===== config.mk =====
export PLATFORM = sky130hd
export DESIGN_NAME = tagged_bit_packer
export DESIGN_NICKNAME = d
export VERILOG_FILES = /design/src/hw/rtl/tbp_pkg.sv /design/src/hw/rtl/tagged_bit_packer.sv
export SDC_FILE = /design/constraint.sdc
export NUM_CORES = 1
export LEC_CHECK = 0
export BUFFER_PORTS_ARGS = -buffer_cell sky130_fd_sc_hd__buf_2
export CAP_MARGIN = 30
export CORE_MARGIN = 3
export CORE_UTILIZATION = 40
export CTS_CLUSTER_DIAMETER = 150
export DETAILED_ROUTE_END_ITERATION = 12
export MAX_ROUTING_LAYER = met4
export PLACE_DENSITY = 0.66
export SLEW_MARGIN = 20
export SYNTH_ARGS = -nofsm -noshare
export SYNTH_HDL_FRONTEND = slang
export SYNTH_SLANG_ARGS = --single-unit

===== constraint.sdc =====
create_clock -name i_clk -period 4.25 [get_ports i_clk]
set_clock_uncertainty 0.2 [all_clocks]
set_input_delay 0.2125 -clock i_clk [delete_from_list [all_inputs] [get_ports i_clk]]
set_output_delay 0.2125 -clock i_clk [all_outputs]
set_load 0.02 [all_outputs]

===== src/hw/rtl/tbp_pkg.sv =====
// ----------------------------------------------------------------------------
// tbp_pkg
// Word types and field codes shared by the tagged bit packer.
// ----------------------------------------------------------------------------
package tbp_pkg;

    localparam logic [2:0] OP_BOOL   = 3'd0;
    localparam logic [2:0] OP_INT32  = 3'd1;
    localparam logic [2:0] OP_UINT32 = 3'd2;
    localparam logic [2:0] OP_RAW    = 3'd3;
    localparam logic [2:0] OP_FLUSH  = 3'd4;

    localparam int unsigned TAG_BITS = 5;
    localparam logic [TAG_BITS-1:0] TAG_BOOL   = 5'd1;
    localparam logic [TAG_BITS-1:0] TAG_INT32  = 5'd7;
    localparam logic [TAG_BITS-1:0] TAG_UINT32 = 5'd8;

    localparam logic [15:0] COUNT_MAX = 16'hFFFF;

    typedef struct packed {
        logic [2:0]  operation;
        logic [31:0] value;
    } t_in_word;

    typedef struct packed {
        logic [7:0]  data_byte;
        logic        byte_valid;
        logic        end_of_message;
        logic [15:0] message_bytes;
    } t_out_word;

endpackage


===== src/hw/rtl/tagged_bit_packer.sv =====
// ----------------------------------------------------------------------------
// tagged_bit_packer
// Packs bools, 32-bit words and raw bytes LSB first into a byte stream.
//
// Input channel (i_in_valid / o_in_stall / i_in_word) takes one word per
// accepted edge. Output channel (o_out_valid / i_out_stall / o_out_word)
// delivers one byte result per accepted edge. i_cfg_we writes the tag
// enable from i_cfg_wdata; write it only while the block is idle.
// An accepted word is packed combinationally into a byte holding stage, which
// feeds the output register one byte per cycle unless the receiver stalls; the
// first result of a word thus passes through both stages. A word that completes
// at most one byte (or a flush) allows one word per cycle if not stalled; a
// word that completes k bytes occupies the holding stage until all k are out,
// up to five for a tagged 32-bit word, so the byte-wide output sets the rate.
// A new word is taken while the last byte of the previous one moves out.
// When the receiver stalls, the output word holds and the holding stage
// fills, which then stalls the input. Reset (synchronous, active low)
// clears pending bits, byte count, tag enable and both output stages.
// ----------------------------------------------------------------------------
module tagged_bit_packer
    import tbp_pkg::*;
(
    input  logic      i_clk,
    input  logic      i_rst_n,
    input  logic      i_cfg_we,
    input  logic      i_cfg_wdata,
    input  logic      i_in_valid,
    output logic      o_in_stall,
    input  t_in_word  i_in_word,
    output logic      o_out_valid,
    input  logic      i_out_stall,
    output t_out_word o_out_word
);

    logic        r_tags;
    logic [6:0]  r_pend_bits, n_pend_bits;
    logic [2:0]  r_pend_cnt, n_pend_cnt;
    logic [15:0] r_total, n_total;

    logic [39:0] r_hold_acc;
    logic [2:0]  r_hold_cnt;
    logic        r_hold_eom;
    logic        r_hold_bvalid;
    logic [15:0] r_hold_msg;

    logic        r_out_valid;
    t_out_word   r_out;

    logic        out_free, move, hold_done, in_acc;
    logic [36:0] payload;
    logic [5:0]  len, nbits;
    logic [43:0] acc;
    logic [2:0]  nbytes;
    logic [43:0] resid;
    logic [16:0] total_sum;
    logic [16:0] total_inc;
    logic [15:0] flush_msg;
    logic        op_data;

    assign out_free  = !r_out_valid || !i_out_stall;
    assign move      = (r_hold_cnt != 3'd0) && out_free;
    assign hold_done = (r_hold_cnt == 3'd0) || ((r_hold_cnt == 3'd1) && out_free);
    assign o_in_stall = !hold_done;
    assign in_acc    = i_in_valid && hold_done;

    assign o_out_valid = r_out_valid;
    assign o_out_word  = r_out;

    always_comb begin
        payload = '0;
        len     = '0;
        op_data = 1'b1;
        case (i_in_word.operation)
            OP_BOOL: begin
                payload = {36'd0, i_in_word.value[0]};
                len     = 6'd1;
                if (r_tags) begin
                    payload = {payload[31:0], TAG_BOOL};
                    len     = len + 6'(TAG_BITS);
                end
            end
            OP_INT32: begin
                payload = {5'd0, i_in_word.value};
                len     = 6'd32;
                if (r_tags) begin
                    payload = {payload[31:0], TAG_INT32};
                    len     = len + 6'(TAG_BITS);
                end
            end
            OP_UINT32: begin
                payload = {5'd0, i_in_word.value};
                len     = 6'd32;
                if (r_tags) begin
                    payload = {payload[31:0], TAG_UINT32};
                    len     = len + 6'(TAG_BITS);
                end
            end
            OP_RAW: begin
                payload = {29'd0, i_in_word.value[7:0]};
                len     = 6'd8;
            end
            default: begin
                op_data = 1'b0;
            end
        endcase

        acc       = {37'd0, r_pend_bits} | ({7'd0, payload} << r_pend_cnt);
        nbits     = {3'd0, r_pend_cnt} + len;
        nbytes    = nbits[5:3];
        resid     = acc >> {nbytes, 3'b000};
        total_sum = {1'b0, r_total} + {14'd0, nbytes};
        total_inc = {1'b0, r_total} + 17'd1;
        flush_msg = (r_pend_cnt == 3'd0) ? r_total :
                    (total_inc[16] ? COUNT_MAX : total_inc[15:0]);

        n_pend_bits = r_pend_bits;
        n_pend_cnt  = r_pend_cnt;
        n_total     = r_total;
        if (in_acc) begin
            if (i_in_word.operation == OP_FLUSH) begin
                n_pend_bits = '0;
                n_pend_cnt  = '0;
                n_total     = '0;
            end else if (op_data) begin
                n_pend_bits = resid[6:0];
                n_pend_cnt  = nbits[2:0];
                n_total     = total_sum[16] ? COUNT_MAX : total_sum[15:0];
            end
        end
    end

    always_ff @(posedge i_clk) begin
        if (!i_rst_n) begin
            r_tags      <= 1'b0;
            r_pend_bits <= '0;
            r_pend_cnt  <= '0;
            r_total     <= '0;
            r_hold_cnt  <= '0;
            r_out_valid <= 1'b0;
        end else begin
            if (i_cfg_we) begin
                r_tags <= i_cfg_wdata;
            end
            r_pend_bits <= n_pend_bits;
            r_pend_cnt  <= n_pend_cnt;
            r_total     <= n_total;

            if (in_acc && i_in_word.operation == OP_FLUSH) begin
                r_hold_cnt <= 3'd1;
            end else if (in_acc && op_data) begin
                r_hold_cnt <= nbytes;
            end else if (move) begin
                r_hold_cnt <= r_hold_cnt - 3'd1;
            end

            if (move) begin
                r_out_valid <= 1'b1;
            end else if (!i_out_stall) begin
                r_out_valid <= 1'b0;
            end
        end
    end

    always_ff @(posedge i_clk) begin
        if (in_acc && i_in_word.operation == OP_FLUSH) begin
            r_hold_acc    <= {33'd0, r_pend_bits};
            r_hold_eom    <= 1'b1;
            r_hold_bvalid <= (r_pend_cnt != 3'd0);
            r_hold_msg    <= flush_msg;
        end else if (in_acc && op_data) begin
            r_hold_acc    <= acc[39:0];
            r_hold_eom    <= 1'b0;
            r_hold_bvalid <= 1'b1;
            r_hold_msg    <= '0;
        end else if (move) begin
            r_hold_acc    <= {8'd0, r_hold_acc[39:8]};
        end

        if (move) begin
            r_out.data_byte      <= r_hold_acc[7:0];
            r_out.byte_valid     <= r_hold_bvalid;
            r_out.end_of_message <= r_hold_eom;
            r_out.message_bytes  <= r_hold_msg;
        end
    end

endmodule


==> flow_metrics.env <==
export IMPL_setup_viol_count_final=0
export IMPL_syn_inst=846
export IMPL_ioPinCount=69
export IMPL_start_util=0.4092
export IMPL_rows=50
export IMPL_grt_setup_unrepaired="false"
export IMPL_synth_distinct_cells=76
export IMPL_ir_drop_mv=0.3725
export IMPL_layout_drive_gt1_share=0.2058
export IMPL_clock_sinks=115
export IMPL_port_buffers=68
export IMPL_drt_iter0_drc=659
export IMPL_synthTopCellsByArea="edfxtp_1 (20%), dfxtp_1 (17%), mux4_2 (6.7%), nand2_1 (4.7%), mux2i_1 (4.0%)"
export IMPL_reg2reg_depth=16
export IMPL_via_per_inst=6.095
export IMPL_cpPeakStageDelay_ps=410
export IMPL_whs_path_depth=5
export IMPL_synth_top_area_share=0.1955
export IMPL_synth_area_per_cell_um2=9.078
export IMPL_hpwl_mm=15.52
export IMPL_worstSetupEndpointType="register"
export IMPL_p_leak_nw=3.214
export IMPL_die_area_um2=20900
export IMPL_wl_mm=21.70
export IMPL_syn_area_um2=7680
export IMPL_synth_ff_type="dfxtp_1"
export IMPL_cp_arrival_ps=3860
export IMPL_mappedNetlistNets=899
export IMPL_numCtsBuffers=17
export IMPL_multi_input_area_um2=4497
export IMPL_hold_viol=0
export IMPL_worstPathRequired_ps=4360
export IMPL_p_per_area_nw_per_um2=547.5
export IMPL_yosysTopAreaCell="edfxtp_1"
export IMPL_fillers=1834
export IMPL_seqCellArea_um2=2805
export IMPL_syn2layout_area_growth_pct=14.97
export IMPL_clkTransAtPathRegs_ps=60
export IMPL_hold_class="in2reg"
export IMPL_cts_htree_levels=4
export IMPL_drc=0
export IMPL_cap_violations=0
export IMPL_yosysSeqAreaShare=0.3649
export IMPL_timing_hold_ws_ps=123.7
export IMPL_slew_violations=0
export IMPL_grt_overflow_total=0
export IMPL_stdcell_count=1134
export IMPL_critical_path_buf_inv_count=2
export IMPL_fin_crit_ps=3751
export IMPL_core_area_um2=18770
export IMPL_fp_dieW_um=144.6
export IMPL_finalPower_w=0.004835
export IMPL_antenna_found_initial=1
export IMPL_post_place_ws_ps=431.1
export IMPL_tritoncts="done"
export IMPL_final_cell_mix="nand2_1 (95), buf_2 (68), dfxtp_1 (63)"
export IMPL_worst_path_max_delay_cell="fa_1"
export IMPL_worst_slack_ps=499.3
export IMPL_finalNetCount=939
export IMPL_ys_warn_count=0
export IMPL_criticalPathCategory="reg2reg"
export IMPL_wl_per_cell_um=19.14
export IMPL_vias=6912
export IMPL_max_freq_ghz=0.2666
export IMPL_cts_buffer_depth=2
export IMPL_dr_pass1_iters=5
export IMPL_relSlewSlack=0.5263
export IMPL_tightest_slew_ps=692.6
export IMPL_insertion_delay_ps=420
export IMPL_grt_pass1_vias=6311
export IMPL_final_common_cell="nand2_1"
export IMPL_critical_path_depth=16
export IMPL_path_max_fanout=6
export IMPL_cp_cell_sequence="nor2b_1 > nand2_1 > inv_1 > ha_1 > a21o_1 > a21oi_1 > xnor2_1 > inv_1 > ha_1 > fa_1 > a21o_1 > nand4_1 > or2_2 > o21ai_0 > a22oi_1 > nor2b_1"
export IMPL_detail_route_antenna_nets=0
export IMPL_ys_seq_elements=115
export IMPL_die_y_um=144.6
export IMPL_cts_root_buf="clkbuf_16"
export IMPL_gp_congestion=0.9159
export IMPL_critPathTopFamily="compound AO/OA/AOI/OAI gates"
export IMPL_grt_usage=0.2170
export IMPL_status="completed"
export IMPL_cp_start_kind="register"
export IMPL_grt_max_degree=60
export IMPL_fin_setup_tns_ps=0
export IMPL_place_inst=1097
export IMPL_synth_edff_count=50
export IMPL_synth_async_reset_ratio=0
export IMPL_grt_pass1_wl_mm=34.77
export IMPL_period_share=0.8825
## where the power goes
| group | switching (W) | leakage (nW) | internal, W |
|---|---|---|---|
| Combinational | 0.00104 | 1.91 | 0.000591 |
| Sequential | 0.000151 | 1.02 | 0.00159 |
| Clock | 0.000535 | 0.284 | 0.000928 |
## synthesized netlist by cell type (all sizes together) (10+ instances only)
cell type and number:
nand2 96, dfxtp 65, nor2 53, a21oi 52, edfxtp 50, o21ai 45
clkbuf 43, nand3 35, mux2i 31, buf 30, a211oi 27, mux4 23
nor3 22, mux2 18, and3 17, inv 17, a31oi 13, nor2b 12
o211ai 12, o21a 11, and2 10, ha 10, nand4 10, xnor2 10
## layout make-up
cell class	count	area share
multi-input cells	638	0.5093
flip-flops and latches	115	0.3177
repair buffers	94	0.06235
clock buffers	18	0.04860
well taps	234	0.03316
clock inverters	14	0.02012
inverters	20	0.008502
diodes	1	0.0002834
## per-stage QoR
step / instance area, µm² / utilization
floorplan: 7680 / -
global placement: 8175 / 0.4356
detailed placement: 8175 / 0.4356
CTS: 8812 / 0.4695
global route: 8830 / 0.4705
finish: 8830 / 0.4705
## registers in the layout, indices dropped and copies added, names as in the netlist, 3 cells and up
register and flops:
r_hold_msg 16, r_hold_acc 40, r_pend_bits 7, r_pend_cnt 3, r_total 16, r_hold_cnt 3
o_out_word 26
## worst paths after layout
| path | slack, ps | startpoint | endpoint |
|---|---|---|---|
| worst max-delay path | 500 | r_tags | r_total[3] |
| worst min-delay path | 120 | i_in_word[31] | r_hold_acc[39] |
| worst max register to register | 500 | r_tags | r_total[3] |
| worst min register to register | 220 | r_hold_msg[0] | o_out_word[0] |
## layer usage
metal | GRT usage | routed length, µm | up-vias
met5 | - | 0 | -
li1 | - | - | 3297
met3 | 0.04266 | 1799 | 26
met1 | 0.3244 | 10180 | 3291
met2 | 0.2953 | 9325 | 298
met4 | 0.06382 | 393 | 0
## kinds of logic after synthesis
| group | after synthesis | synth area share |
|---|---|---|
| AND/OR/NAND/NOR | 281 | 0.1756 |
| XOR/XNOR | 15 | 0.01711 |
| AO/OA/AOI/OAI | 258 | 0.2351 |
| flip-flops | 115 | 0.3649 |
| adder cells (fa/ha/maj) | 12 | 0.02151 |
| multiplexers | 72 | 0.1342 |
| buffers and inverters | 93 | 0.05148 |
## worst reg2reg max path: cells and delay by family, from the launching register on
family / cells / cell delay (ps)
flip-flops: 1 / 350
AO/OA/AOI/OAI: 5 / 1030
adder cells (fa/ha/maj): 3 / 860
AND/OR/NAND/NOR: 5 / 770
XOR/XNOR: 1 / 200
buffers and inverters: 2 / 210
## repair_timing
item                      in CTS  in global routing
hold endpoints to repair       2                  0
buffers inserted               0                  0
resized for setup              0                  0
hold buffers                   3                  0
Note: power is estimated with default switching activity, not from simulation.
